### src/design/pbfs_pkg.sv
package pbfs_pkg;

    // Field and state widths
    localparam int PCT_W   = 7;
    localparam int MS_W    = 16;
    localparam int TIME_W  = 48;
    localparam int LEN_W   = 26;
    localparam int CMD_W   = 2;
    localparam int CFG_W   = 16;
    localparam int IDX_W   = 2;

    // Product of a level difference and an elapsed time below the ramp length
    localparam int PROD_W  = PCT_W + LEN_W;
    localparam int CNT_W   = $clog2(PCT_W);

    localparam logic [PCT_W-1:0] MAX_PCT = PCT_W'(100);

    // Configuration register indexes
    localparam logic [IDX_W-1:0] CFG_WAKE_MS  = IDX_W'(0);
    localparam logic [IDX_W-1:0] CFG_SLEEP_MS = IDX_W'(1);
    localparam logic [IDX_W-1:0] CFG_INIT_PCT = IDX_W'(2);

    // Display power commands
    localparam logic [CMD_W-1:0] CMD_NONE = CMD_W'(0);
    localparam logic [CMD_W-1:0] CMD_ON   = CMD_W'(1);
    localparam logic [CMD_W-1:0] CMD_OFF  = CMD_W'(2);

    // Input action codes
    localparam logic ACT_STEP    = 1'b0;
    localparam logic ACT_REQUEST = 1'b1;

    // Saturate a percent to 100
    function automatic logic [PCT_W-1:0] sat_pct(input logic [PCT_W-1:0] v);
        return (v > MAX_PCT) ? MAX_PCT : v;
    endfunction

    // Milliseconds to microseconds: ms*1000 = ms*1024 - ms*16 - ms*8
    function automatic logic [LEN_W-1:0] ms_to_us(input logic [MS_W-1:0] ms);
        logic [LEN_W-1:0] w;
        w = LEN_W'(ms);
        return (w << 10) - (w << 4) - (w << 3);
    endfunction

endpackage

### src/design/pbfs_muldiv.sv
module pbfs_muldiv (
    input  logic                          i_clk,
    input  logic                          i_rst_n,
    input  logic                          i_start,
    input  logic [pbfs_pkg::PCT_W-1:0]    i_diff,
    input  logic [pbfs_pkg::LEN_W-1:0]    i_elap,
    input  logic [pbfs_pkg::LEN_W-1:0]    i_len,
    output logic                          o_done,
    output logic [pbfs_pkg::PCT_W-1:0]    o_quot
);
    import pbfs_pkg::*;

    typedef enum logic [1:0] {
        S_IDLE,
        S_MUL,
        S_DIV
    } t_md_state;

    t_md_state           r_state;
    logic [CNT_W-1:0]    r_cnt;
    logic [PCT_W-1:0]    r_diff;
    logic [LEN_W-1:0]    r_elap;
    logic [PROD_W-1:0]   r_acc;
    logic [PROD_W-1:0]   r_div;
    logic [PCT_W-1:0]    r_quot;
    logic                r_done;

    logic                w_sub;
    logic [PROD_W-1:0]   w_opa;
    logic [PROD_W-1:0]   w_opb;
    logic [PROD_W:0]     w_sum;

    // Shared adder: shift-add for the product, compare-subtract for the quotient
    always_comb begin
        w_sub = (r_state == S_DIV);
        if (w_sub) begin
            w_opa = r_acc;
            w_opb = r_div;
        end else begin
            w_opa = {r_acc[PROD_W-2:0], 1'b0};
            w_opb = r_diff[r_cnt] ? PROD_W'(r_elap) : '0;
        end
        w_sum = {1'b0, w_opa}
              + (w_sub ? {1'b1, ~w_opb} : {1'b0, w_opb})
              + (PROD_W+1)'(w_sub);
    end

    // Sequence multiply then divide, one bit a cycle
    always_ff @(posedge i_clk) begin
        if (!i_rst_n) begin
            r_state <= S_IDLE;
            r_done  <= 1'b0;
        end else begin
            r_done <= 1'b0;
            case (r_state)
                S_IDLE: begin
                    if (i_start) begin
                        r_acc   <= '0;
                        r_diff  <= i_diff;
                        r_elap  <= i_elap;
                        r_div   <= PROD_W'(i_len) << (PCT_W - 1);
                        r_quot  <= '0;
                        r_cnt   <= CNT_W'(PCT_W - 1);
                        r_state <= S_MUL;
                    end
                end
                S_MUL: begin
                    r_acc <= w_sum[PROD_W-1:0];
                    if (r_cnt == '0) begin
                        r_cnt   <= CNT_W'(PCT_W - 1);
                        r_state <= S_DIV;
                    end else begin
                        r_cnt <= r_cnt - 1'b1;
                    end
                end
                S_DIV: begin
                    // Keep the difference only when it did not borrow
                    if (!w_sum[PROD_W]) begin
                        r_acc <= w_sum[PROD_W-1:0];
                    end
                    r_quot <= {r_quot[PCT_W-2:0], ~w_sum[PROD_W]};
                    r_div  <= r_div >> 1;
                    if (r_cnt == '0) begin
                        r_done  <= 1'b1;
                        r_state <= S_IDLE;
                    end else begin
                        r_cnt <= r_cnt - 1'b1;
                    end
                end
                default: begin
                    r_state <= S_IDLE;
                end
            endcase
        end
    end

    assign o_done = r_done;
    assign o_quot = r_quot;

endmodule

### src/design/panel_brightness_fade_sequencer_unit.sv
// Channel   Handshake           Payload
// --------  ------------------  ---------------------------------------------------
// in        i_valid / o_ready   i_action, i_now_us, i_panel_on_req, i_target_level
// out       o_valid / i_ready   o_level_write, o_level_value, o_display_cmd,
//                               o_fade_busy
// cfg       i_cfg_we            i_cfg_idx, i_cfg_wdata (no wait, no read-back)
//
// A request, or a step with no ramp in flight, finishes in the accept cycle.
// A step that ends the ramp goes through ST_ELAP (elapsed time) and ST_DONE;
// a mid-ramp step goes through ST_ELAP, ST_CALC (multiply then divide on the
// shared adder) and the ST_DONE hand-off. One request is worked at a time.
// Reset is synchronous, active low; it reloads the settings and fade state.
// A stalled output holds the result; o_ready stays low until it drains.
module panel_brightness_fade_sequencer_unit (
    input  logic                          i_clk,
    input  logic                          i_rst_n,
    input  logic                          i_valid,
    output logic                          o_ready,
    input  logic                          i_action,
    input  logic [pbfs_pkg::TIME_W-1:0]   i_now_us,
    input  logic                          i_panel_on_req,
    input  logic [pbfs_pkg::PCT_W-1:0]    i_target_level,
    output logic                          o_valid,
    input  logic                          i_ready,
    output logic                          o_level_write,
    output logic [pbfs_pkg::PCT_W-1:0]    o_level_value,
    output logic [pbfs_pkg::CMD_W-1:0]    o_display_cmd,
    output logic                          o_fade_busy,
    input  logic                          i_cfg_we,
    input  logic [pbfs_pkg::IDX_W-1:0]    i_cfg_idx,
    input  logic [pbfs_pkg::CFG_W-1:0]    i_cfg_wdata
);
    import pbfs_pkg::*;

    typedef enum logic [1:0] {
        ST_IDLE,
        ST_ELAP,
        ST_CALC,
        ST_DONE
    } t_state;

    t_state              r_state;
    logic [MS_W-1:0]     r_wake_ms;
    logic [MS_W-1:0]     r_sleep_ms;
    logic [PCT_W-1:0]    r_cur;
    logic [PCT_W-1:0]    r_start;
    logic [PCT_W-1:0]    r_end;
    logic [TIME_W-1:0]   r_t0;
    logic [LEN_W-1:0]    r_len;
    logic                r_active;
    logic                r_off_pend;
    logic                r_prev_pwr;
    logic [TIME_W-1:0]   r_now;
    logic [CMD_W-1:0]    r_cmd;
    logic [LEN_W-1:0]    r_elap;
    logic                r_md_start;
    logic                r_out_valid;
    logic                r_out_write;
    logic [PCT_W-1:0]    r_out_level;
    logic [CMD_W-1:0]    r_out_cmd;
    logic                r_out_busy;

    logic                w_out_free;
    logic                w_accept;
    logic [PCT_W-1:0]    w_req_tgt_in;
    logic [PCT_W-1:0]    w_req_tgt;
    logic [MS_W-1:0]     w_req_ms;
    logic                w_req_off;
    logic [CMD_W-1:0]    w_req_cmd;
    logic                w_req_snap;
    logic                w_req_write;
    logic [TIME_W-1:0]   w_elap_full;
    logic                w_late;
    logic                w_ended;
    logic                w_up;
    logic [PCT_W-1:0]    w_diff;
    logic                w_md_done;
    logic [PCT_W-1:0]    w_md_quot;
    logic [PCT_W-1:0]    w_ramp_lvl;

    assign w_out_free = !r_out_valid || i_ready;
    assign o_ready    = (r_state == ST_IDLE) && w_out_free;
    assign w_accept   = i_valid && o_ready;

    // Decode a power/brightness request against the held state
    always_comb begin
        w_req_tgt_in = sat_pct(i_target_level);
        w_req_off    = 1'b0;
        w_req_cmd    = CMD_NONE;
        if (i_panel_on_req && !r_prev_pwr) begin
            w_req_tgt = w_req_tgt_in;
            w_req_ms  = r_wake_ms;
            w_req_cmd = CMD_ON;
        end else if (!i_panel_on_req && r_prev_pwr) begin
            w_req_tgt = '0;
            w_req_ms  = r_sleep_ms;
            w_req_off = 1'b1;
        end else begin
            w_req_tgt = w_req_tgt_in;
            w_req_ms  = (w_req_tgt_in > r_cur) ? r_wake_ms : r_sleep_ms;
        end
        w_req_snap  = (w_req_ms == '0) || (w_req_tgt == r_cur);
        w_req_write = w_req_snap && (w_req_tgt != r_cur);
        if (w_req_snap && w_req_off) begin
            w_req_cmd = CMD_OFF;
        end
    end

    // Elapsed time since ramp start, floored at zero
    assign w_late      = (r_now >= r_t0);
    assign w_elap_full = r_now - r_t0;
    assign w_ended     = w_late && ((|w_elap_full[TIME_W-1:LEN_W])
                                    || (w_elap_full[LEN_W-1:0] >= r_len));

    // Ramp direction and span
    assign w_up   = (r_end >= r_start);
    assign w_diff = w_up ? (r_end - r_start) : (r_start - r_end);

    assign w_ramp_lvl = sat_pct(w_up ? (r_start + w_md_quot) : (r_start - w_md_quot));

    pbfs_muldiv u_muldiv (
        .i_clk   (i_clk),
        .i_rst_n (i_rst_n),
        .i_start (r_md_start),
        .i_diff  (w_diff),
        .i_elap  (r_elap),
        .i_len   (r_len),
        .o_done  (w_md_done),
        .o_quot  (w_md_quot)
    );

    // Sequencer, fade state and output register
    always_ff @(posedge i_clk) begin
        if (!i_rst_n) begin
            r_state     <= ST_IDLE;
            r_wake_ms   <= MS_W'(250);
            r_sleep_ms  <= MS_W'(1000);
            r_cur       <= PCT_W'(70);
            r_start     <= '0;
            r_end       <= '0;
            r_t0        <= '0;
            r_len       <= '0;
            r_active    <= 1'b0;
            r_off_pend  <= 1'b0;
            r_prev_pwr  <= 1'b1;
            r_md_start  <= 1'b0;
            r_out_valid <= 1'b0;
        end else begin
            r_md_start <= 1'b0;

            // Drop the output once taken
            if (r_out_valid && i_ready) begin
                r_out_valid <= 1'b0;
            end

            // Apply configuration writes
            if (i_cfg_we) begin
                case (i_cfg_idx)
                    CFG_WAKE_MS:  r_wake_ms  <= i_cfg_wdata[MS_W-1:0];
                    CFG_SLEEP_MS: r_sleep_ms <= i_cfg_wdata[MS_W-1:0];
                    CFG_INIT_PCT: begin
                        r_cur <= sat_pct(i_cfg_wdata[PCT_W-1:0]);
                    end
                    default: ;
                endcase
            end

            case (r_state)
                ST_IDLE: begin
                    if (w_accept) begin
                        if (i_action == ACT_REQUEST) begin
                            // Snap or start a ramp, report at once
                            r_prev_pwr  <= i_panel_on_req;
                            r_out_valid <= 1'b1;
                            r_out_cmd   <= w_req_cmd;
                            if (w_req_snap) begin
                                r_cur       <= w_req_tgt;
                                r_active    <= 1'b0;
                                r_off_pend  <= 1'b0;
                                r_out_write <= w_req_write;
                                r_out_level <= w_req_tgt;
                                r_out_busy  <= 1'b0;
                            end else begin
                                r_start     <= r_cur;
                                r_end       <= w_req_tgt;
                                r_t0        <= i_now_us;
                                r_len       <= ms_to_us(w_req_ms);
                                r_off_pend  <= w_req_off;
                                r_active    <= 1'b1;
                                r_out_write <= 1'b0;
                                r_out_level <= r_cur;
                                r_out_busy  <= 1'b1;
                            end
                        end else if (!r_active) begin
                            // Idle tick: report the held level
                            r_out_valid <= 1'b1;
                            r_out_write <= 1'b0;
                            r_out_level <= r_cur;
                            r_out_cmd   <= CMD_NONE;
                            r_out_busy  <= 1'b0;
                        end else begin
                            r_now   <= i_now_us;
                            r_state <= ST_ELAP;
                        end
                    end
                end
                ST_ELAP: begin
                    if (w_ended) begin
                        // Finish the ramp, release display-off if pending
                        r_cur      <= r_end;
                        r_active   <= 1'b0;
                        r_off_pend <= 1'b0;
                        r_cmd      <= r_off_pend ? CMD_OFF : CMD_NONE;
                        r_state    <= ST_DONE;
                    end else begin
                        r_elap     <= w_late ? w_elap_full[LEN_W-1:0] : '0;
                        r_md_start <= 1'b1;
                        r_state    <= ST_CALC;
                    end
                end
                ST_CALC: begin
                    if (w_md_done) begin
                        r_cur   <= w_ramp_lvl;
                        r_cmd   <= CMD_NONE;
                        r_state <= ST_DONE;
                    end
                end
                ST_DONE: begin
                    // Hold until the output register is free
                    if (w_out_free) begin
                        r_out_valid <= 1'b1;
                        r_out_write <= 1'b1;
                        r_out_level <= r_cur;
                        r_out_cmd   <= r_cmd;
                        r_out_busy  <= r_active;
                        r_state     <= ST_IDLE;
                    end
                end
                default: begin
                    r_state <= ST_IDLE;
                end
            endcase
        end
    end

    assign o_valid       = r_out_valid;
    assign o_level_write = r_out_write;
    assign o_level_value = r_out_level;
    assign o_display_cmd = r_out_cmd;
    assign o_fade_busy   = r_out_busy;

endmodule
### config.mk
export PLATFORM = sky130hd
export DESIGN_NAME = panel_brightness_fade_sequencer_unit
export DESIGN_NICKNAME = d
export VERILOG_FILES = /design/src/design/pbfs_pkg.sv /design/src/design/pbfs_muldiv.sv /design/src/design/panel_brightness_fade_sequencer_unit.sv
export SDC_FILE = /design/constraint.sdc
export NUM_CORES = 1
export LEC_CHECK = 0
export BUFFER_PORTS_ARGS = -buffer_cell sky130_fd_sc_hd__buf_4
export CORE_ASPECT_RATIO = 1.1
export CORE_UTILIZATION = 40
export CTS_CLUSTER_DIAMETER = 150
export CTS_CLUSTER_SIZE = 20
export DETAILED_ROUTE_END_ITERATION = 10
export GPL_TIMING_DRIVEN = 0
export PLACE_DENSITY = 0.56
export SLEW_MARGIN = 5
export SYNTH_ARGS = -nofsm -noshare
export SYNTH_HDL_FRONTEND = slang
export SYNTH_SLANG_ARGS = --single-unit
### constraint.sdc
create_clock -name i_clk -period 7.5 [get_ports i_clk]
set_input_delay 1.5 -clock i_clk [delete_from_list [all_inputs] [get_ports i_clk]]
set_output_delay 1.5 -clock i_clk [all_outputs]
set_load 0.02 [all_outputs]
# Word-level counts from Yosys, hierarchy flattened
# Cells that the tools add are included.
# word_totals
register_bits,333
inputBits,80
output_inout_bits,13
elab_cells,207
# classes
n_addsub,10
n_lt_le_gt_ge,8
n_eq_ne,22
n_mux,92
bitwise_logic,5
n_reduce_logical,42
# ops
operator,count
two-way mux 33 bit,5
two-way mux 7 bit,20
one-hot mux 33 bit (3 select lines),1
one-hot mux 33 bit (2 select lines),1
greater-or-equal comparator 48 bit,1
two-way mux 16 bit,3
subtractor 48 bit,1
adder 33 x 34 -> 34 bit,1
adder 34 x 1 -> 34 bit,1
two-way mux 34 bit,1
NOT 33 bit,1
two-way mux 2 bit,16
one-hot mux 7 bit (2 select lines),2
two-way mux 1 bit,27
greater-or-equal comparator 26 bit,1
two-way mux 26 bit,1
subtractor 26 x 19 -> 26 bit,1
subtractor 26 x 20 -> 26 bit,1
OR reduction 22 bit,1
"> comparator 7 bit, second input constant",3
one-hot mux 7 bit (3 select lines),1
subtractor 7 bit,3
"inequality test 2 bit, second input constant",10
AND reduction 4 bit,5
other kinds (30),71

# Logic depth before layout (Yosys ltp)
# logic_depth
depth_word,13
mapped_depth,27
ltp_nobuf,26

# By module
# From an unflattened synthesis, not the netlist that was laid out.
# hier_totals
hier_cells,2494
area_unflattened_um2,21772.1
# modules_own_cells
module,instances,cells_per_inst,area_per_inst_um2,seq_area_each_um2
panel_brightness_fade_sequencer_unit,1,1879,15050.7,5205.0
pbfs_muldiv,1,615,6721.4,3303.2

# Worst setup path before layout
# Ideal clock, no wire load.
# synth_timing
kind,input to register
start,in i_ready
end,"reg r_now[0], enable pin"
setup_time_ns,0.573
t_arrival_ns,6.866
required_time_ns,6.927
setup_slack_ns,0.061
stages,5
n_path_buf,0
cell_sequence,nand2b_1 inv_1 nor2_1 nand2_1 nor4_1
# synth_between
elab_chain_len,4
# synth_rtl
element,line,rtl
start: declaration,panel_brightness_fade_sequencer_unit.sv:24,"input logic i_ready,"
logical OR 1 bit,panel_brightness_fade_sequencer_unit.sv:81,assign w_out_free = !r_out_valid || i_ready;
logical AND 1 bit,panel_brightness_fade_sequencer_unit.sv:82,assign o_ready = (r_state == ST_IDLE) && w_out_free;
via o_ready,panel_brightness_fade_sequencer_unit.sv:18,"output logic o_ready,"
logical AND 1 bit,panel_brightness_fade_sequencer_unit.sv:83,assign w_accept = i_valid && o_ready;
AND reduction 5 bit (no line),-,
end signal: assignment,panel_brightness_fade_sequencer_unit.sv:202,r_now <= i_now_us;
end: declaration,panel_brightness_fade_sequencer_unit.sv:53,logic [TIME_W-1:0] r_now;
# The timed path passes the listed nets, and every way through them passes these cells.
# A chain may end at the register's enable or synchronous reset.

# Worst setup path after layout
# layout_timing
start,reg r_now[0]
end,"reg r_elap[16], enable pin"
# layout_between
elab_chain_len,6
elab_cells_between_ends,8
cone_classes,add/sub: 1; order compare: 2; bitwise: 1; reduce/logical: 4
# layout_rtl
element,line,rtl
subtractor 48 bit,panel_brightness_fade_sequencer_unit.sv:111,assign w_elap_full = r_now - r_t0;
via w_elap_full[24],panel_brightness_fade_sequencer_unit.sv:72,logic [TIME_W-1:0] w_elap_full;
greater-or-equal comparator 26 bit,panel_brightness_fade_sequencer_unit.sv:113,|| (w_elap_full[LEN_W-1:0] >= r_len));
logical OR 1 bit,panel_brightness_fade_sequencer_unit.sv:113,
logical AND 1 bit,panel_brightness_fade_sequencer_unit.sv:112,assign w_ended = w_late && ((|w_elap_full[TIME_W-1:LEN_W])
NOT 1 bit (no line),-,
AND reduction 3 bit (no line),-,
end signal: assignment,panel_brightness_fade_sequencer_unit.sv:216,r_elap <= w_late ? w_elap_full[LEN_W-1:0] : '0;
end: declaration,panel_brightness_fade_sequencer_unit.sv:55,logic [LEN_W-1:0] r_elap;
# The timed path passes the listed nets, and every way through them passes these cells.

==> impl_metrics.ini <==
[status]
outcome = completed

[global_route]
overflow = 0
grt_usage_pct = 21.3
antenna_found_initial = 0
grt_pass1_vias = 17105
grt_max_degree = 34
grt_pass1_wl_um = 92900

[setup_path]
path_class = reg -> reg
start_kind = register
crit_arrival_ns = 7.31
cp_max_fo = 20
crit_path_end_kind = register
crit_required_ns = 7.75

[sta]
report.final.slew_viol_count = 0
fin_crit_ns = 7.06
fin_skew_ns = 0.0213
fin_crit_sh_pct = 94.1
tightest_slew_ns = 1.03
hold_viol = 0
slew_headroom_pct = 30.8
setup_tns_ns = 0
grt_setup_unrepaired = false
setup_viol = 0
max_freq_mhz = 142

[yosys]
synthTopCellsByArea = edfxtp_1 (27%), dfxtp_1 (13%), ha_1 (10%), nand2_1 (6.5%), a21oi_1 (5.5%)
synth_fp_nets = 2636
synth_top_area_cell = edfxtp_1
yosysUniqueCellTypes = 84
avgSynthCellArea_um2 = 8.98
synth_top_area_share_pct = 27.3
ys_warn_count = 0
async_flop_share_pct = 0
netlist_area_um2 = 21300
ys_seq_area_share_pct = 39.9
ys_ff_latch = 328
syn_inst = 2374
ys.flop_type = edfxtp_1
synth_edf_count = 194

[detailed_routing]
avgViaCountPerCell = 5.46
wl_per_cell_um = 18.4
dr.first_iter.drc_count = 1096
drt_wl_total_um = 58500
num_vias = 17383
first_pass_iters = 5
drcViolationCount = 0
antenna_left = 0

[placed_design]
gp_congestion = 0.912
hpwl_um = 47100
io_buffers = 91

[floorplanning]
die_w_um = 222
dieArea_um2 = 54200
die_y_um = 244
rows = 88
core_area_um2 = 52500
num_io_pins = 93
floorplan.initialDensity_pct = 40.6

[finish]
syn_to_final_growth_pct = 10.8
drive_above_1_share_pct = 8.36
diodes = 0
mostFrequentLayoutCells = nand2_1 (368), a21oi_1 (235), edfxtp_1 (194)
nNetsFinal = 2759
post-route-util_pct = 44.9
final_common_cell = nand2_1

[power]
power_frac_comb_pct = 28.0
p_clk_share_pct = 26.2
ir_worst_vdd_v = 0.000158
p_sw_uw = 1430
switching_share_pct = 32.4
power_density_nw_per_um2 = 187
seqPwrFrac_pct = 45.7
p_int_uw = 2980
cellLeakagePower_uw = 0.00898

[clock_network]
h-tree-depth = 1
cts_hold_buf = 0
clk_root_buffer_cell = clkbuf_16
clock_sinks = 328
clock_latency_ns = 0.56
cts_buffers = 20
clk_pin_slew_worst_paths_ns = 0.10
cts_tree = done
cts_buffer_depth = 3

[job]
cap_violations = 0

[hold_path]
hold_path_class = reg -> reg
[stage by stage]
stage / worst slack (ns) / hold WS [ns] / instance area (um^2) / instances / total power [uW]
finish: 0.440 / 0.412 / 23600 / 3186 / 4410
global route: 0.0304 / 0.428 / 23600 / 3186 / 4660
CTS: 0.145 / 0.417 / 23600 / 3186 / 4450
detailed placement: -0.612 / 0.405 / 23000 / 3150 / 3280
global placement: -3.34 / 0.404 / 22800 / 3140 / 3260
floorplan: 0.0610 / 0.400 / 21300 / 2374 / 2910
[logic make-up (layout without fill, tap and decap cells)]
kind of cell / count (synthesis) / after routing / synth area share (%)
XOR/XNOR: 101 / 101 / 4.15
buffers and inverters: 272 / 409 / 4.87
flip-flops: 328 / 328 / 39.9
multiplexers: 107 / 107 / 5.33
adder cells (fa/ha/maj): 182 / 182 / 11.0
AND/OR/NAND/NOR: 797 / 797 / 17.2
AO/OA/AOI/OAI: 587 / 587 / 17.4
[registers in the layout, summed over array words and instances, names as in the netlist, 2 cells and up]
| signal | cells |
|---|---|
| o_display_cmd | 2 |
| o_level_value | 7 |
| r_cur | 7 |
| r_elap | 26 |
| r_end | 7 |
| r_len | 23 |
| r_now | 48 |
| r_sleep_ms | 16 |
| r_start | 7 |
| r_state | 2 |
| r_t0 | 48 |
| r_wake_ms | 16 |
| u_muldiv.o_quot | 7 |
| u_muldiv.r_acc | 33 |
| u_muldiv.r_cnt | 3 |
| u_muldiv.r_diff | 7 |
| u_muldiv.r_div | 32 |
| u_muldiv.r_elap | 26 |
| u_muldiv.r_state | 2 |
[repair_timing]
| item | CTS | global route |
|---|---|---|
| gates resized for setup | 2 | 6 |
| pin swaps | 0 | 0 |
| endpoints found under the setup margin | 21 | 71 |
| setup buffers | 0 | 0 |
| gates cloned | 0 | 0 |
[worst paths after layout]
path	slack (ns)	end	cells past startpoint	start
setup / recovery	0.44	r_elap[16]	24	r_now[0]
hold / removal	0.41	u_muldiv.r_elap[13]	0	r_elap[13]
setup reg to reg	0.44	r_elap[16]	24	r_now[0]
hold reg to reg	0.41	u_muldiv.r_elap[13]	0	r_elap[13]
[routing by layer]
| metal | part of all wire (%) | track usage, % |
|---|---|---|
| met4 | 2.0 | 5.39 |
| met2 | 48 | 37.2 |
| met1 | 46 | 28.3 |
| met3 | 3.3 | 1.86 |
| met5 | 0 | 0 |
[power groups by stage]
stage | Combinational (uW) | Sequential, uW | Clock (uW)
after floorplan | 854 | 2050 | 0
after detailed placement | 1220 | 2060 | 0
final | 1240 | 2020 | 1160
after global placement | 1200 | 2060 | 0
after CTS | 1230 | 2020 | 1210
after global routing | 1370 | 2030 | 1260
[Yosys cell counts, types with 29 or more instances]
| cell | count |
|---|---|
| a21o_1 | 46 |
| dfxtp_1 | 134 |
| ha_1 | 172 |
| a21oi_1 | 235 |
| nand4_1 | 29 |
| and2_1 | 56 |
| mux2_2 | 37 |
| mux2i_1 | 68 |
| xor2_1 | 46 |
| nand3_1 | 58 |
| nor3_1 | 33 |
| o21ai_0 | 97 |
| clkbuf_1 | 93 |
| edfxtp_1 | 194 |
| nand2_1 | 368 |
| inv_1 | 158 |
| xnor2_1 | 55 |
| nor2_1 | 133 |
[critical path, stage by stage (launching register included)]
cell and delay, ns:
edfxtp_1 0.37, inv_1 0.06, ha_1 0.14, inv_1 0.05, fa_1 0.41, a21o_1 0.21, a21oi_1 0.33, nor3b_1 0.12
nor2_1 0.24, o21ai_1 0.23, a31oi_1 0.30, xnor2_1 0.28, ha_1 0.33, nor2b_1 0.13, o21ai_0 0.18, o2111ai_1 0.17
or4_1 0.52, a211oi_1 0.23, nand4_1 0.13, or4_1 0.46, or4_4 0.56, o31ai_4 0.44, nand2_1 0.22, nor2_2 0.38
buf_8 0.24
[cell type report]
| class | instances | area (um^2) |
|---|---|---|
| fillers | 5152 | 28900 |
| multi-input cells | 1774 | 11800 |
| flip-flops and latches | 328 | 8510 |
| well taps | 675 | 845 |
| repair buffers | 101 | 798 |
| inverters | 159 | 597 |
| clock buffers | 35 | 578 |
| plain buffers | 113 | 444 |
| clock inverters | 1 | 16.3 |
Note: power is estimated with default switching activity, not from simulation.
